==> config.mk <==
export PLATFORM = sky130hd
export DESIGN_NAME = length_prefix_to_start_code_flat
export DESIGN_NICKNAME = d
export VERILOG_FILES = /design/src/rtl/core/lpsc_pkg.sv /design/src/rtl/core/lpsc_if.sv /design/src/rtl/core/lpsc_front.sv /design/src/rtl/core/lpsc_queue.sv /design/src/rtl/core/lpsc_back.sv /design/src/rtl/core/length_prefix_to_start_code.sv /design/src/flat_wrapper.sv
export SDC_FILE = /design/constraint.sdc
export NUM_CORES = 1
export LEC_CHECK = 0
export ABC_AREA = 1
export ABC_CLOCK_PERIOD_IN_PS = 5000
export BUFFER_PORTS_ARGS = -buffer_cell sky130_fd_sc_hd__buf_4
export CAP_MARGIN = 40
export CORE_ASPECT_RATIO = 0.6
export CORE_MARGIN = 2
export CORE_UTILIZATION = 55
export CTS_CLUSTER_DIAMETER = 40
export CTS_CLUSTER_SIZE = 30
export DETAILED_ROUTE_END_ITERATION = 12
export PLACE_DENSITY_LB_ADDON = 0.15
export SLEW_MARGIN = 5
export SYNTH_ARGS = -nofsm -noshare
export SYNTH_HDL_FRONTEND = slang
export SYNTH_SLANG_ARGS = --single-unit
==> constraint.sdc <==
create_clock -name clk -period 5 [get_ports clk]
set_input_delay 0.25 -clock clk [delete_from_list [all_inputs] [get_ports clk]]
set_output_delay 0.25 -clock clk [all_outputs]
set_load 0.05 [all_outputs]
==> src/rtl/core/lpsc_pkg.sv <==
// Shared types and constants for the length-prefix to start-code converter.
package lpsc_pkg;

	localparam int unsigned LEN_W     = 32;
	localparam int unsigned REM_W     = 31;
	localparam logic [2:0]  SIZE_MIN  = 3'd1;
	localparam logic [2:0]  SIZE_MAX  = 3'd4;
	localparam logic [2:0]  SIZE_RST  = 3'd4;

	typedef enum logic [1:0] {
		CMD_START4 = 2'd0,
		CMD_START3 = 2'd1,
		CMD_PAY    = 2'd2,
		CMD_FAIL   = 2'd3
	} cmd_kind_t;

	typedef struct packed {
		cmd_kind_t  kind;
		logic [7:0] data;
		logic       eob;
	} cmd_t;

	typedef enum logic [2:0] {
		PH_LEN  = 3'b001,
		PH_PAY  = 3'b010,
		PH_DROP = 3'b100
	} phase_t;

endpackage

==> src/rtl/core/lpsc_if.sv <==
// Valid/ready channel interfaces for the input and output byte streams.
interface lpsc_in_if;
	logic       valid;
	logic       ready;
	logic [7:0] in_byte;
	logic       last_of_buffer;

	modport source (output valid, output in_byte, output last_of_buffer, input ready);
	modport sink (input valid, input in_byte, input last_of_buffer, output ready);
endinterface

interface lpsc_out_if;
	logic       valid;
	logic       ready;
	logic [7:0] out_byte;
	logic       end_of_buffer;
	logic       failed;

	modport source (output valid, output out_byte, output end_of_buffer, output failed,
		input ready);
	modport sink (input valid, input out_byte, input end_of_buffer, input failed,
		output ready);
endinterface

==> src/rtl/core/lpsc_front.sv <==
// Front end: parses length prefixes and payload bytes into output commands.
module lpsc_front
	import lpsc_pkg::*;
(
	input  logic       clk,
	input  logic       arst_n,
	input  logic       cfg_we,
	input  logic [2:0] cfg_wdata,
	lpsc_in_if.sink    in_chan,
	input  logic       full,
	output logic       push,
	output cmd_t       push_cmd
);

	logic [2:0]       cfg_q;
	phase_t           phase_q;
	logic [1:0]       lbs_q;
	logic [LEN_W-1:0] acc_q;
	logic [REM_W-1:0] rem_q;
	logic             first_q;

	logic             acc_en;
	logic [2:0]       size;
	logic [2:0]       seen;
	logic [LEN_W-1:0] len;
	logic [REM_W-1:0] rem_dec;
	logic             last;

	phase_t           phase_d;
	logic [1:0]       lbs_d;
	logic [LEN_W-1:0] acc_d;
	logic [REM_W-1:0] rem_d;
	logic             first_d;

	assign in_chan.ready = !full;
	assign acc_en        = in_chan.valid && in_chan.ready;
	assign last          = in_chan.last_of_buffer;
	assign seen          = {1'b0, lbs_q} + 3'd1;
	assign len           = {acc_q[LEN_W-9:0], in_chan.in_byte};
	assign rem_dec       = rem_q - REM_W'(rem_q != '0);

	always_comb begin
		if (cfg_q < SIZE_MIN) begin
			size = SIZE_MIN;
		end else if (cfg_q > SIZE_MAX) begin
			size = SIZE_MAX;
		end else begin
			size = cfg_q;
		end
	end

	always_comb begin
		phase_d       = phase_q;
		lbs_d         = lbs_q;
		acc_d         = acc_q;
		rem_d         = rem_q;
		first_d       = first_q;
		push          = 1'b0;
		push_cmd.kind = CMD_FAIL;
		push_cmd.data = in_chan.in_byte;
		push_cmd.eob  = 1'b1;
		case (phase_q)
			PH_LEN: begin
				if (seen < size) begin
					if (last) begin
						push = 1'b1;
					end else begin
						acc_d = len;
						lbs_d = seen[1:0];
					end
				end else begin
					acc_d = '0;
					lbs_d = '0;
					if (size == SIZE_MAX && len[LEN_W-1]) begin
						if (last) begin
							push = 1'b1;
						end else begin
							phase_d = PH_DROP;
						end
					end else if (last && len != '0) begin
						push = 1'b1;
					end else begin
						push          = 1'b1;
						push_cmd.kind = first_q ? CMD_START4 : CMD_START3;
						push_cmd.eob  = last;
						first_d       = 1'b0;
						if (!last && len != '0) begin
							rem_d   = len[REM_W-1:0];
							phase_d = PH_PAY;
						end
					end
				end
			end
			PH_PAY: begin
				push = 1'b1;
				if (last) begin
					if (rem_dec == '0) begin
						push_cmd.kind = CMD_PAY;
					end
				end else begin
					push_cmd.kind = CMD_PAY;
					push_cmd.eob  = 1'b0;
					rem_d         = rem_dec;
					if (rem_dec == '0) begin
						phase_d = PH_LEN;
					end
				end
			end
			default: begin
				push = last;
			end
		endcase
		if (last) begin
			phase_d = PH_LEN;
			lbs_d   = '0;
			acc_d   = '0;
			rem_d   = '0;
			first_d = 1'b1;
		end
		push = push && acc_en;
	end

	always_ff @(posedge clk or negedge arst_n) begin
		if (!arst_n) begin
			cfg_q   <= SIZE_RST;
			phase_q <= PH_LEN;
			lbs_q   <= '0;
			acc_q   <= '0;
			rem_q   <= '0;
			first_q <= 1'b1;
		end else begin
			if (cfg_we) begin
				cfg_q <= cfg_wdata;
			end
			if (acc_en) begin
				phase_q <= phase_d;
				lbs_q   <= lbs_d;
				acc_q   <= acc_d;
				rem_q   <= rem_d;
				first_q <= first_d;
			end
		end
	end

	a_pay_nonzero: assert property (@(posedge clk) disable iff (!arst_n)
		phase_q == PH_PAY |-> rem_q != '0)
		else $error("payload phase with nothing left to copy");

	a_last_resets: assert property (@(posedge clk) disable iff (!arst_n)
		acc_en && last |=> phase_q == PH_LEN && first_q && lbs_q == '0)
		else $error("buffer end did not restore the initial parse state");

endmodule

==> src/rtl/core/lpsc_queue.sv <==
// Short command queue between the parsing front end and the output back end.
module lpsc_queue
	import lpsc_pkg::*;
#(
	parameter int unsigned DEPTH = 4
) (
	input  logic clk,
	input  logic arst_n,
	input  logic push,
	input  cmd_t push_cmd,
	output logic full,
	input  logic pop,
	output logic hd_valid,
	output cmd_t hd_cmd
);

	localparam int unsigned PW = $clog2(DEPTH);
	localparam int unsigned CW = $clog2(DEPTH + 1);

	cmd_t          mem_q [DEPTH];
	logic [PW-1:0] wr_ptr_q;
	logic [PW-1:0] rd_ptr_q;
	logic [CW-1:0] count_q;
	logic          do_pop;

	assign full     = count_q == CW'(DEPTH);
	assign hd_valid = count_q != '0;
	assign hd_cmd   = mem_q[rd_ptr_q];
	assign do_pop   = pop && hd_valid;

	always_ff @(posedge clk) begin
		if (push) begin
			mem_q[wr_ptr_q] <= push_cmd;
		end
	end

	always_ff @(posedge clk or negedge arst_n) begin
		if (!arst_n) begin
			wr_ptr_q <= '0;
			rd_ptr_q <= '0;
			count_q  <= '0;
		end else begin
			if (push) begin
				wr_ptr_q <= (wr_ptr_q == PW'(DEPTH - 1)) ? '0 : wr_ptr_q + PW'(1);
			end
			if (do_pop) begin
				rd_ptr_q <= (rd_ptr_q == PW'(DEPTH - 1)) ? '0 : rd_ptr_q + PW'(1);
			end
			count_q <= count_q + CW'(push) - CW'(do_pop);
		end
	end

	a_no_overflow: assert property (@(posedge clk) disable iff (!arst_n)
		push |-> !full)
		else $error("command pushed into a full queue");

endmodule

==> src/rtl/core/lpsc_back.sv <==
// Back end: expands queued commands into output bytes behind an output register.
module lpsc_back
	import lpsc_pkg::*;
(
	input  logic       clk,
	input  logic       arst_n,
	input  logic       hd_valid,
	input  cmd_t       hd_cmd,
	output logic       pop,
	lpsc_out_if.source out_chan
);

	logic [1:0] step_q;
	logic       ov_q;
	logic [7:0] ob_q;
	logic       eob_q;
	logic       fail_q;

	logic       adv;
	logic [1:0] step_last;
	logic       at_last;
	logic       is_start;

	assign out_chan.valid         = ov_q;
	assign out_chan.out_byte      = ob_q;
	assign out_chan.end_of_buffer = eob_q;
	assign out_chan.failed        = fail_q;

	always_comb begin
		case (hd_cmd.kind)
			CMD_START4: step_last = 2'd3;
			CMD_START3: step_last = 2'd2;
			default:    step_last = 2'd0;
		endcase
	end

	assign is_start = hd_cmd.kind == CMD_START4 || hd_cmd.kind == CMD_START3;
	assign adv      = hd_valid && (!ov_q || out_chan.ready);
	assign at_last  = step_q == step_last;
	assign pop      = adv && at_last;

	always_ff @(posedge clk) begin
		if (adv) begin
			if (is_start) begin
				ob_q <= at_last ? 8'd1 : 8'd0;
			end else begin
				ob_q <= (hd_cmd.kind == CMD_PAY) ? hd_cmd.data : 8'd0;
			end
			eob_q  <= at_last && hd_cmd.eob;
			fail_q <= hd_cmd.kind == CMD_FAIL;
		end
	end

	always_ff @(posedge clk or negedge arst_n) begin
		if (!arst_n) begin
			step_q <= '0;
			ov_q   <= 1'b0;
		end else begin
			if (adv) begin
				step_q <= at_last ? 2'd0 : step_q + 2'd1;
				ov_q   <= 1'b1;
			end else if (out_chan.ready) begin
				ov_q <= 1'b0;
			end
		end
	end

	a_fail_ends: assert property (@(posedge clk) disable iff (!arst_n)
		ov_q && fail_q |-> eob_q && ob_q == 8'd0)
		else $error("failure status not marked as end of buffer");

	a_step_bound: assert property (@(posedge clk) disable iff (!arst_n)
		hd_valid && hd_cmd.kind != CMD_START4 |-> step_q != 2'd3)
		else $error("start code step counter ran past the command");

endmodule

==> src/rtl/core/length_prefix_to_start_code.sv <==
// Top level of the length-prefix to start-code converter.
//
//   channel   direction  transaction
//   in_chan   sink       one input byte with its end-of-buffer mark
//   out_chan  source     one framed byte with end-of-buffer and failure flags
//   cfg       write      length prefix size, 1 to 4 bytes
//
// Input bytes are taken one per cycle while the command queue has room, and a
// queued command passes from the queue memory into the output register.
// A payload byte or a status gives one output byte, a start code four or three;
// with input every cycle and a prefix shorter than the start code, the extra
// start-code bytes fill the queue and then stall the input for each further one.
// Reset is asynchronous and active low; the prefix size resets to four bytes.
// Output stalls back up through the queue without losing a transaction.
module length_prefix_to_start_code
	import lpsc_pkg::*;
#(
	parameter int unsigned QUEUE_DEPTH = 4
) (
	input  logic       clk,
	input  logic       arst_n,
	lpsc_in_if.sink    in_chan,
	lpsc_out_if.source out_chan,
	input  logic       cfg_we,
	input  logic [2:0] cfg_wdata
);

	logic full;
	logic push;
	cmd_t push_cmd;
	logic pop;
	logic hd_valid;
	cmd_t hd_cmd;

	lpsc_front u_front (
		.clk      (clk),
		.arst_n   (arst_n),
		.cfg_we   (cfg_we),
		.cfg_wdata(cfg_wdata),
		.in_chan  (in_chan),
		.full     (full),
		.push     (push),
		.push_cmd (push_cmd)
	);

	lpsc_queue #(
		.DEPTH(QUEUE_DEPTH)
	) u_queue (
		.clk     (clk),
		.arst_n  (arst_n),
		.push    (push),
		.push_cmd(push_cmd),
		.full    (full),
		.pop     (pop),
		.hd_valid(hd_valid),
		.hd_cmd  (hd_cmd)
	);

	lpsc_back u_back (
		.clk     (clk),
		.arst_n  (arst_n),
		.hd_valid(hd_valid),
		.hd_cmd  (hd_cmd),
		.pop     (pop),
		.out_chan(out_chan)
	);

endmodule

==> src/flat_wrapper.sv <==
// flat-port wrapper written by rule: the top's interface ports become plain ports
module length_prefix_to_start_code_flat import lpsc_pkg::*;
#(
	parameter int unsigned QUEUE_DEPTH = 4
)
  (clk, arst_n, cfg_we, cfg_wdata, in_chan_valid, in_chan_in_byte, in_chan_last_of_buffer, in_chan_ready, out_chan_valid, out_chan_out_byte, out_chan_end_of_buffer, out_chan_failed, out_chan_ready);
  lpsc_in_if in_chan_i ();
  lpsc_out_if out_chan_i ();
  input  logic clk;
  input  logic arst_n;
  input  logic cfg_we;
  input  logic [2:0] cfg_wdata;
  input wire logic [$bits(in_chan_i.valid)-1:0] in_chan_valid;
  input wire logic [$bits(in_chan_i.in_byte)-1:0] in_chan_in_byte;
  input wire logic [$bits(in_chan_i.last_of_buffer)-1:0] in_chan_last_of_buffer;
  output wire logic [$bits(in_chan_i.ready)-1:0] in_chan_ready;
  output wire logic [$bits(out_chan_i.valid)-1:0] out_chan_valid;
  output wire logic [$bits(out_chan_i.out_byte)-1:0] out_chan_out_byte;
  output wire logic [$bits(out_chan_i.end_of_buffer)-1:0] out_chan_end_of_buffer;
  output wire logic [$bits(out_chan_i.failed)-1:0] out_chan_failed;
  input wire logic [$bits(out_chan_i.ready)-1:0] out_chan_ready;
  assign in_chan_i.valid = in_chan_valid;
  assign in_chan_i.in_byte = in_chan_in_byte;
  assign in_chan_i.last_of_buffer = in_chan_last_of_buffer;
  assign in_chan_ready = in_chan_i.ready;
  assign out_chan_valid = out_chan_i.valid;
  assign out_chan_out_byte = out_chan_i.out_byte;
  assign out_chan_end_of_buffer = out_chan_i.end_of_buffer;
  assign out_chan_failed = out_chan_i.failed;
  assign out_chan_i.ready = out_chan_ready;
  length_prefix_to_start_code #(.QUEUE_DEPTH(QUEUE_DEPTH)) u_core (.clk(clk), .arst_n(arst_n), .in_chan(in_chan_i), .out_chan(out_chan_i), .cfg_we(cfg_we), .cfg_wdata(cfg_wdata));
endmodule
==> metrics.md, run 1 <==
| Metric | Value |
|---|---|
| Outcome | complete, no violations |
| Syn_nets | ~840 |
| Final ANT Viol Nets | 0 |
| Post-DP HPWL | approximately 13,000 µm |
| VDD IR max | around 0.33 mV |
| Power share of the combinational group | between 40% and 50% |
| Final non-filler cell total | just over 1,000 |
| Post_cts resized | 0 |
| Vias in the first global route | around 5,300 |
| Avg Inst Size Synth | about 8.2 µm² |
| CP max stage cell | dfrtp_1 |
| Min setup slack post-route | 1.499 ns |
| CTS tree | built |
| Worst path cell trace | nor2_2 > nand2_1 > nor2_1 > and2_1 > nand4_1 > ha_1 > ha_1 > nand2_4 > nor2_4 > nand2_2 > nand2_1 > nand2_1 > nand3_1 > nor2_1 > nand2_1 > nor2_2 > nand3_2 > nand3_1 > nand2_1 |
| Cells after synthesis | 809 |
| Net Sw Frac | around half |
| Lkg Pwr | ~3.4 nW |
| Final Slew Violations | 0 |
| Register share of total power | 28.9% |
| Number of vias per cell | 5.567 |
| Total Wirelength | between 15,000 and 20,000 µm |
| Pre-CTS setup slack | between 1.5 and 2 ns |
| Worst Path Required | a little over 5 ns |
| Remaining DRCs | 0 |
| Final TNS setup | 0 ns |
| Final #Nets | approximately 870 |
| Port Buf Inserts | 28 |
| I/O Pins | 29 |
| Worst-margin pin slew | approximately 0.94 ns |
| Per-cell routed wire length | roughly 17 µm |
| WS Path Type | flip-flop to flip-flop |
| Critical Path End Type | flip-flop |
| Layout cells sized above 1 | 11.23% |
| Final setup fails | 0 |
| FP Rows | 31 |
| Clock power frac | between 20% and 30% |
| Fmax | between 200 and 300 MHz |
| RePlAce Congestion | 0.9530 |
| Die W | between 100 and 150 µm |
| Seq cells post-synth | around 130 |
| Sequential area share after synthesis | 52.27% |
| Clock-pin slew on the worst setup and hold paths | roughly 0.060 ns |
| Setup repair bufs after CTS | 0 |
| DR iter-0 viols | slightly above 600 |
| Clk_skew | about 0.012 ns |
| Final worst path period share | 70.03% |
| Worst-path maximum fanout | 11 |
| H-Tree Depth | 4 |
| # placed instances | roughly 990 |
| Root Buffer | clkbuf_16 |
| Die ar. | 0.01302 mm² |
| Initial Util | 55.69% |
| Clock sink total | 128 |
| Layout area overhead | 14.58% |
| GRT Total Usage | between 20% and 30% |
| Die height | between 80 and 90 µm |
| Yosys warning total | 0 |
| Clk buf depth | 2 |
| RSZ-0062 raised after global routing | no |
| First-pass GRT wire length | 27,830 µm |
| PD cells | about 730 mW/mm² |
| Max-Cap Viols | 0 |
| Startpoint types | flip-flop |
| Num CTS Buffers | 17 |
| Top delay family on crit path | simple AND/OR/NAND/NOR gates |
| WP data arrival | 3.64 ns |
| Most common cell after layout, fill and taps aside | nand2_1 |
| Int Power | 2.853 mW |
| Core Footprint | roughly 0.012 mm² |
| Via count | about 5,700 |
| Grt ovf | 0 |
| # diodes | 0 |
| Max_slew headroom | 37.05% |
| Most frequent cells in the layout | nand2_1, inv_1, nor2_1, o21ai_0, dfrtp_1 |
| Final Hold Vio Count | 0 |
| Fin Hold WS | between 0.01 and 0.015 ns |
| Period minus WS final | 3.501 ns |
| Psw | 2.688 mW |
| WP buf/inv | 0 |
| Post-synthesis cell type count | 38 |
| Skew-Pair Late Insertion Delay | ~0.42 ns |
| Most used cell, CP | nand2_1 |
| Initial antenna violation count | 0 |
| Post-synth design cell area | 0.006653 mm² |
| Largest net degree at the start of global routing | 56 |
| 1st-pass router iterations | 5 |
| Crit path largest cell delay | 0.43 ns |
| Worst min path class | input pin to flip-flop |
## path summary, 6_finish.rpt
path,from,to,slack (ns),cells after the start
setup / recovery,u_core.u_front.rem_q[9],u_core.u_queue.mem_q[0][9],1.50,19
hold / removal,out_chan_ready,u_core.u_back.out_chan.valid,0.01,2
setup reg to reg,u_core.u_front.rem_q[9],u_core.u_queue.mem_q[0][9],1.50,19
hold reg to reg,u_core.u_front.phase_q[0],u_core.u_front.phase_q[0],0.49,2
max in group asynchronous,arst_n,u_core.u_front.first_q,4.10,3
min in group asynchronous,arst_n,u_core.u_front.rem_q[13],0.25,2
## repair_timing
| action | CTS | global route |
|---|---|---|
| hold buffers | 1 | 0 |
| endpoints found under the setup margin | 0 | 0 |
| endpoints found under the hold margin | 19 | 0 |
## state kept, by name (all words and copies together) (netlist names), 3 cells and up
register and count:
u_core.u_front.cfg_q 3, u_core.u_back.out_chan.out_byte 8, u_core.u_queue.count_q 3, u_core.u_front.phase_q 3, u_core.u_queue.mem_q 44, u_core.u_front.acc_q 24
u_core.u_front.rem_q 31
## logic make-up after synthesis
logic type / share of synthesized area (%)
flip-flops: 52.27
XOR/XNOR: 0.9216
AND/OR/NAND/NOR: 24.49
buffers and inverters: 7.974
adder cells (fa/ha/maj): 2.558
AO/OA/AOI/OAI: 11.62
multiplexers: 0.1693
## power by group through the flow
stage	clock network [mW]	registers [mW]	logic (mW)
floorplan	0	1.69	1.85
global placement	0	1.60	2.59
detailed placement	0	1.61	2.67
CTS	1.21	1.59	2.69
global route	1.26	1.63	3.05
finish	1.20	1.60	2.74
## through the flow
step	util (%)	total power, mW	cell area (µm²)
final	63.80	5.541	7622
after global routing	63.80	5.937	7622
after CTS	63.80	5.487	7622
after detailed placement	59.00	4.281	7048
after global placement	58.51	4.192	6990
after floorplan	-	3.537	6653
## cell usage after synthesis, drive strengths merged
master / number / area share, %
dfstp: 3 / 1.2
a31oi: 1 / 0.094
o211ai: 1 / 0.11
nand2: 199 / 12
o31ai: 1 / 0.11
nor4: 9 / 0.85
dfrtp: 71 / 27
a32o: 1 / 0.15
xor2: 5 / 0.66
buf: 10 / 0.92
clkinv: 1 / 0.056
fa: 1 / 0.30
o22ai: 29 / 2.7
ha: 12 / 2.3
nor2: 116 / 7.3
nor3: 3 / 0.30
or2: 1 / 0.094
a21oi: 14 / 1.1
and2: 1 / 0.094
edfxtp: 54 / 24
nand3: 42 / 3.2
o21ai: 96 / 7.2
a221o: 1 / 0.15
mux2: 1 / 0.17
inv: 110 / 6.2
xnor2: 2 / 0.26
clkbuf: 14 / 0.79
nand4: 10 / 0.94
## final cells by class
type	count	area, µm²
multi-input combinational	546	2650
inverter	111	416.7
sequential	128	3477
clock buffer	17	425.4
clock inverter	15	138.9
fill	1044	4324
tap	165	206.4
timing repair buffer	38	307.8
## per-layer routing
layer | routed length (µm) | track usage [%]
met1 | 8600 | 42.54
met2 | 7000 | 39.15
met3 | 1720 | 8.980
met4 | 145 | 7.326
met5 | 0 | 0
## worst register-to-register path: cells and delay by family (launching register included)
kind / cells / cell delay (ns)
adder cells (fa/ha/maj): 2 / 0.56
flip-flops: 1 / 0.43
AND/OR/NAND/NOR: 17 / 2.24
(Power assumes the default switching activity.)
==> run 2: changes to the inputs <==
--- a/config.mk
+++ b/config.mk
@@ -6,7 +6,7 @@
 export NUM_CORES = 1
 export LEC_CHECK = 0
 export ABC_AREA = 1
-export ABC_CLOCK_PERIOD_IN_PS = 5000
+export ABC_CLOCK_PERIOD_IN_PS = 3200
 export BUFFER_PORTS_ARGS = -buffer_cell sky130_fd_sc_hd__buf_4
 export CAP_MARGIN = 40
 export CORE_ASPECT_RATIO = 0.6
==> constraint.sdc (replaced) <==
create_clock -name clk -period 3.2 [get_ports clk]
set_input_delay 0.16 -clock clk [delete_from_list [all_inputs] [get_ports clk]]
set_output_delay 0.16 -clock clk [all_outputs]
set_load 0.05 [all_outputs]
==> metrics.md, run 2 (synthesis results as in run 1) <==
| Metric | Value |
|---|---|
| Post-DP HPWL | 12,670 µm (-1.9%) |
| Port Buf Inserts | 28 (unchanged) |
| Placed Area | 0.007173 mm² (+1.8%) |
| Final worst path period share | 95.26% (+25 points) |
| Layout area overhead | 19.99% |
| Initial Util | 55.69% (unchanged) |
| FF/Latch Area | 0.003478 mm² (about the same) |
| Total Wirelength | 17,820 µm (+2.0%) |
| I/O Pins | 29 (unchanged) |
| WP data arrival | 3.19 ns (-0.45 ns) |
| Clock-pin slew on the worst setup and hold paths | 0.06 ns (about the same) |
| Vias in the first global route | 5,187 (-2.1%) |
| FP Rows | 31 (unchanged) |
| Pre-CTS setup slack | -0.02465 ns (-1.568 ns) |
| Final setup fails | 0 (unchanged) |
| Fill count | 970 (-7.1%) |
| Remaining DRCs | 0 (unchanged) |
| First-pass GRT wire length | 27,630 µm (-0.72%) |
| Final ANT Viol Nets | 0 (unchanged) |
| Per-cell routed wire length | 16.95 µm (-1.0%) |
| Number of vias per cell | 5.599 (+0.59%) |
| R2R depth | 20 (+1) |
| GRT Total Usage | 28.10% (-0.074 points) |
| PD cells | 1131 mW/mm² (+56%) |
| Layout cells sized above 1 | 14.90% (+3.7 points) |
| Max_slew headroom | 60.87% (+24 points) |
| Worst-margin pin slew | 0.5808 ns (-0.3609 ns) |
| Grt ovf | 0 (unchanged) |
| Largest reg by FF count | u_core.u_queue.mem_q |
| Multi-input logic area | 0.002710 mm² (+2.3%) |
| Max FFs per register | 44 (unchanged) |
| Final #Nets | 903 (+3.6%) |
| FF-to-FF End | u_core.u_queue.mem_q[3][9] |
| Core Footprint | 0.01195 mm² (unchanged) |
| Initial antenna violation count | 0 (unchanged) |
| Reg2Reg Setup Slack | 0.15 ns (-1.35 ns) |
| VDD IR max | 0.4952 mV (+49%) |
| Final Hold Vio Count | 0 (unchanged) |
| DR iter-0 viols | 553 (-9.8%) |
| Most common cell after layout, fill and taps aside | nand2_1 |
| Startpoint types | flip-flop |
| Skew-Pair Late Insertion Delay | 0.42 ns (about the same) |
| Largest net degree at the start of global routing | 63 (+13%) |
| Worst min path class | input pin to flip-flop |
| Period minus WS final | 3.048 ns (-0.4531 ns) |
| Die ar. | 0.01302 mm² (unchanged) |
| 1st-pass router iterations | 6 (+1) |
| Clk_skew | 0.008008 ns (-0.003960 ns) |
| Max-Cap Viols | 0 (unchanged) |
| Clk buf depth | 2 (unchanged) |
| WS Path Type | flip-flop to flip-flop |
| Fmax | 328.1 MHz (+15%) |
| Worst Path Required | 3.34 ns (-1.80 ns) |
| Hold path startpoint | in_chan_valid |
| Via count | 5,885 (+3.6%) |
| Lkg Pwr | 3.616 nW (+4.9%) |
| Num CTS Buffers | 17 (unchanged) |
| Final instance area | 0.007983 mm² (+4.7%) |
| Root Buffer | clkbuf_16 |
| H-Tree Depth | 4 (unchanged) |
| Worst-path maximum fanout | 7 (-4) |
| Worst hold stages | 3 (+1) |
| Min setup slack post-route | 0.1518 ns (-1.347 ns) |
| Clock sink total | 128 (unchanged) |
| Regs by FF count | u_core.u_queue.mem_q (44), u_core.u_front.rem_q (31), u_core.u_front.acc_q (24) |
| # diodes | 0 (unchanged) |
| Die height | 89.19 µm (unchanged) |
| Outcome | complete, no violations |
| Final Slew Violations | 0 (unchanged) |
| Most frequent cells in the layout | nand2_1, inv_1, o21ai_0, nor2_1, dfrtp_1 |
| Reg-to-Reg Start | u_core.u_front.rem_q[17] |
| Min-Delay Endpoint | u_core.u_front.first_q |
| Die W | 146.0 µm (unchanged) |
| CTS tree | built |
| Critical Path End Type | flip-flop |
| RePlAce Congestion | 1.025 (+7.6%) |
## run 2: changes by cell type in the layout (fill, tap and decap cells not counted), moves of 2 or more
cell	before	now
nor2_2	8	19
clkinv_8	0	2
ha_1	12	10
nor2_1	103	91
buf_4	36	53
dlygate4sd3_1	1	14
## run 2: where the power goes
group	leakage, nW	switching (mW)	internal (mW)	total (mW)
sequential	1.48	0.261	2.18	2.44
combinational	1.85	3.20	1.49	4.69
clock	0.286	0.855	1.05	1.90
## run 2: critical path: stages (launching register included)
cell and delay, ns:
dfrtp_1 0.41, nor2_2 0.16, nand2_1 0.09, nor2_2 0.16
and2_1 0.18, nand4_1 0.11, ha_2 0.22, buf_4 0.15
nand2_4 0.09, nor2_4 0.07, buf_4 0.14, nand2_2 0.12
nand2_1 0.07, nand2_1 0.12, nand2_1 0.06, nor2_1 0.14
nand2_1 0.08, nor2_2 0.09, nand3_2 0.10, nand3_1 0.09
nand2_1 0.11
## run 2: area by class of cell
cell class              instances  share of cell area (%)
clock buffers                  17                   5.329
multi-input cells             546                   33.95
clock inverters                15                   2.006
repair buffers                 69                   7.335
inverters                     111                   5.219
well taps                     165                   2.586
flip-flops and latches        128                   43.57
## run 2: worst max path at each step
stage                                        start                    endpoint  slack (ns)  depth (start not counted)
final                     u_core.u_front.rem_q[17]  u_core.u_queue.mem_q[3][9]        0.15                         20
after global routing      u_core.u_front.rem_q[17]  u_core.u_queue.mem_q[3][9]       -0.01                         20
after CTS                 u_core.u_front.rem_q[17]  u_core.u_queue.mem_q[3][9]        0.03                         18
after detailed placement  u_core.u_front.rem_q[17]  u_core.u_queue.mem_q[1][9]       -0.02                         19
after global placement    u_core.u_front.rem_q[17]  u_core.u_queue.mem_q[3][9]        0.05                         19
after floorplan            u_core.u_front.rem_q[9]  u_core.u_queue.mem_q[0][9]        0.34                         20
## run 2: what timing repair did
| item | in CTS | in global routing |
|---|---|---|
| resized for setup | 2 | 17 |
| setup endpoints to repair | 5 | 9 |
| pin swaps | 0 | 4 |
| endpoints found under the hold margin | 107 | 0 |
| gates cloned | 0 | 0 |
| hold buffers | 14 | 0 |
| buffers inserted | 0 | 3 |
## run 2: layer usage
metal	wire, µm	track usage [%]
met1	8689	43.69
met2	7202	38.55
met3	1779	8.112
met4	144	6.531
met5	0	0
## run 2: per-stage QoR
| step | util (%) | TNS (ns) | std cells | hold WS [ns] | power, mW |
|---|---|---|---|---|---|
| after floorplan | - | 0 | 809 | -0.1356 | 5.526 |
| after global placement | 59.81 | 0 | 1001 | 0.3547 | 6.775 |
| after detailed placement | 60.04 | -0.09857 | 1002 | 0.03795 | 6.864 |
| after CTS | 66.16 | 0 | 1048 | 0.04998 | 8.798 |
| after global routing | 66.82 | -0.03776 | 1051 | 0.1136 | 9.667 |
| final | 66.82 | 0 | 1051 | 0.07296 | 9.027 |
==> run 3: changes to the inputs <==
--- a/config.mk
+++ b/config.mk
@@ -6,16 +6,16 @@
 export NUM_CORES = 1
 export LEC_CHECK = 0
 export ABC_AREA = 1
-export ABC_CLOCK_PERIOD_IN_PS = 3200
+export ABC_CLOCK_PERIOD_IN_PS = 2740
 export BUFFER_PORTS_ARGS = -buffer_cell sky130_fd_sc_hd__buf_4
 export CAP_MARGIN = 40
 export CORE_ASPECT_RATIO = 0.6
-export CORE_MARGIN = 2
+export CORE_MARGIN = 1
 export CORE_UTILIZATION = 55
 export CTS_CLUSTER_DIAMETER = 40
 export CTS_CLUSTER_SIZE = 30
 export DETAILED_ROUTE_END_ITERATION = 12
-export PLACE_DENSITY_LB_ADDON = 0.15
+export PLACE_DENSITY = 0.75
 export SLEW_MARGIN = 5
 export SYNTH_ARGS = -nofsm -noshare
 export SYNTH_HDL_FRONTEND = slang
==> constraint.sdc (replaced) <==
create_clock -name clk -period 2.74 [get_ports clk]
set_input_delay 0.137 -clock clk [delete_from_list [all_inputs] [get_ports clk]]
set_output_delay 0.137 -clock clk [all_outputs]
set_load 0.05 [all_outputs]
==> metrics.md, run 3 (synthesis results as in run 1) <==
| Metric | Value |
|---|---|
| Outcome | finished with violations |
| Failing checks | setup timing |
| I/O Pins | 29 (unchanged) |
| Final ANT Viol Nets | 0 (unchanged) |
| H-Tree Depth | 4 (unchanged) |
| FF-to-FF End | u_core.u_queue.mem_q[0][9] |
| Min setup slack post-route | -0.1510 ns (-0.3028 ns) |
| Final worst path period share | 105.5% (+10 points) |
| Max FFs per register | 44 (unchanged) |
| Crit path largest cell delay | 0.40 ns (about the same) |
| Largest net degree at the start of global routing | 63 (unchanged) |
| Layout area overhead | 30.54% |
| Most frequent cells in the layout | nand2_1, buf_4, inv_1, o21ai_0, nor2_1 |
| FP Rows | 30 (-3.2%) |
| Vias in the first global route | 5,748 (+11%) |
| Initial Util | 57.73% (+2.0 points) |
| Most used cell, CP | nand3_2 |
| FF/Latch Area | 0.003477 mm² (about the same) |
| GRT Total Usage | 33.23% (+5.1 points) |
| Die W | 144.0 µm (-1.4%) |
| Regs by FF count | u_core.u_queue.mem_q (44), u_core.u_front.rem_q (31), u_core.u_front.acc_q (24) |
| Power Total | 12.22 mW (+35%) |
| Skew-Pair Late Insertion Delay | 0.42 ns (about the same) |
| Final non-filler cell total | 1,108 (+5.4%) |
| RSZ-0062 raised after global routing | yes |
| Max_slew headroom | 58.84% (-2.0 points) |
| DR iter-0 viols | 763 (+38%) |
| Period minus WS final | 2.891 ns (-0.1572 ns) |
| WP data arrival | 3.05 ns (-0.14 ns) |
| Core Footprint | 0.01152 mm² (-3.5%) |
| Clock-pin slew on the worst setup and hold paths | 0.07 ns (about the same) |
| Worst min path class | input pin to flip-flop |
| Critical Path End Type | flip-flop |
| Clk_skew | 0.01364 ns (+0.005633 ns) |
| Final setup fails | 7 (+7) |
| Largest reg by FF count | u_core.u_queue.mem_q |
| Pre-CTS setup slack | -0.2143 ns (-0.1896 ns) |
| Crit path launch | u_core.u_front.rem_q[2] |
| Initial antenna violation count | 0 (unchanged) |
| Final TNS setup | -0.9075 ns (-0.9075 ns) |
| Final Util | 75.36% (+8.5 points) |
| Worst-path maximum fanout | 7 (unchanged) |
| Worst-margin pin slew | 0.6110 ns (+0.03019 ns) |
| Die height | 87.19 µm (-2.2%) |
| RePlAce Congestion | 1.007 (-1.8%) |
| Reg-to-Reg Start | u_core.u_front.rem_q[2] |
| PD cells | 1407 mW/mm² (+24%) |
| Hold path startpoint | in_chan_valid |
| Max-Cap Viols | 0 (unchanged) |
| Top delay family on crit path | simple AND/OR/NAND/NOR gates |
| Root Buffer | clkbuf_16 |
| Reg2Reg Setup Slack | -0.15 ns (-0.30 ns) |
| Number of vias per cell | 5.683 (+1.5%) |
| Worst path cell trace | nor2_4 > nand3_2 > nor4_4 > nand4_1 > ha_2 > ha_4 > nand2_4 > nor2_4 > buf_6 > nand4_1 > nand2_1 > nor2_1 > nand2_1 > nor2_2 > nand3_2 > nand3_2 > nand2_2 |
| WS Path Type | flip-flop to flip-flop |
| Post-DP HPWL | 13,950 µm (+10%) |
| Layout cells sized above 1 | 25.63% (+11 points) |
| Num CTS Buffers | 17 (unchanged) |
| Total Wirelength | 20,110 µm (+13%) |
| Clock sink total | 128 (unchanged) |
| Final Hold Vio Count | 0 (unchanged) |
| VDD IR max | 0.6885 mV (+39%) |
| # diodes | 0 (unchanged) |
| CP max stage cell | dfrtp_1 |
| Fin Hold WS | 0.05776 ns (-0.01520 ns) |
| Worst hold stages | 3 (unchanged) |
| # placed instances | 1,053 (+5.1%) |
| Placed Area | 0.007602 mm² (+6.0%) |
| Clk buf depth | 2 (unchanged) |
| Per-cell routed wire length | 18.15 µm (+7.1%) |
| 1st-pass router iterations | 5 (-1) |
| Remaining DRCs | 0 (unchanged) |
| Most common cell after layout, fill and taps aside | nand2_1 |
| First-pass GRT wire length | 30,480 µm (+10%) |
| Fmax | 345.9 MHz (+5.4%) |
| Final #Nets | 965 (+6.9%) |
| Multi-input logic area | 0.002918 mm² (+7.7%) |
| Startpoint types | flip-flop |
| Lkg Pwr | 3.979 nW (+10%) |
| WP buf/inv | 1 (-1) |
| Die ar. | 0.01255 mm² (-3.6%) |
| Grt ovf | 0 (unchanged) |
| CTS tree | built |
| Fill count | 808 (-17%) |
| Final Slew Violations | 0 (unchanged) |
| Worst Path Required | 2.90 ns (-0.44 ns) |
| R2R depth | 17 (-15%) |
| Final instance area | 0.008685 mm² (+8.8%) |
| Via count | 6,297 (+7.0%) |
| Min-Delay Endpoint | u_core.u_front.first_q |
| Port Buf Inserts | 28 (unchanged) |
[run 3: cell count changes in the layout (fill, tap and decap cells not counted), moves of 4 or more]
cell,change
nand2_4,+5
nor2_2,+7
nand2_2,+20
inv_1,-4
nand3_2,+6
buf_4,+59
nand2_1,-25
nor2_1,-9
nand3_1,-6
[run 3: cell type report]
type	count	area share, %
Sequential cell	128	40.04
Multi-Input combinational cell	546	33.60
Inverter	111	4.826
Timing Repair Buffer	131	12.23
Tap cell	160	2.305
Clock inverter	15	2.103
Clock buffer	17	4.898
[run 3: how the worst max path moves through the flow]
stage          depth (start not counted)                    endpoint  slack (ns)
6_report                              17  u_core.u_queue.mem_q[0][9]       -0.15
5_1_grt                               19  u_core.u_queue.mem_q[0][9]       -0.23
4_1_cts                               19   u_core.u_front.phase_q[1]       -0.05
3_5_place_dp                          17  u_core.u_queue.mem_q[2][9]       -0.21
3_3_place_gp                          18  u_core.u_queue.mem_q[1][9]       -0.13
2_1_floorplan                         20  u_core.u_queue.mem_q[0][9]        0.02
[run 3: timing repair]
item	CTS	global route
resized for setup	27	52
hold endpoints to repair	107	0
setup endpoints to repair	8	13
pin swaps	11	31
buffers inserted	5	4
hold buffers	14	0
[run 3: power breakdown]
group	switching [mW]	internal, mW
logic	4.44	2.62
clock network	1.01	1.32
registers	0.275	2.54
total	5.73	6.49
[run 3: tightest hold or removal path, stage by stage]
cell and delay, ns:
buf_4 0.10, nand2_1 0.12, o21ai_0 0.10
[run 3: routing by layer]
layer	up-vias	wire length, µm	global-route usage (%)
li1	2907	-	-
met1	2997	8882	49.64
met2	356	8788	48.75
met3	37	2146	7.312
met4	0	289	8.607
met5	-	0	0
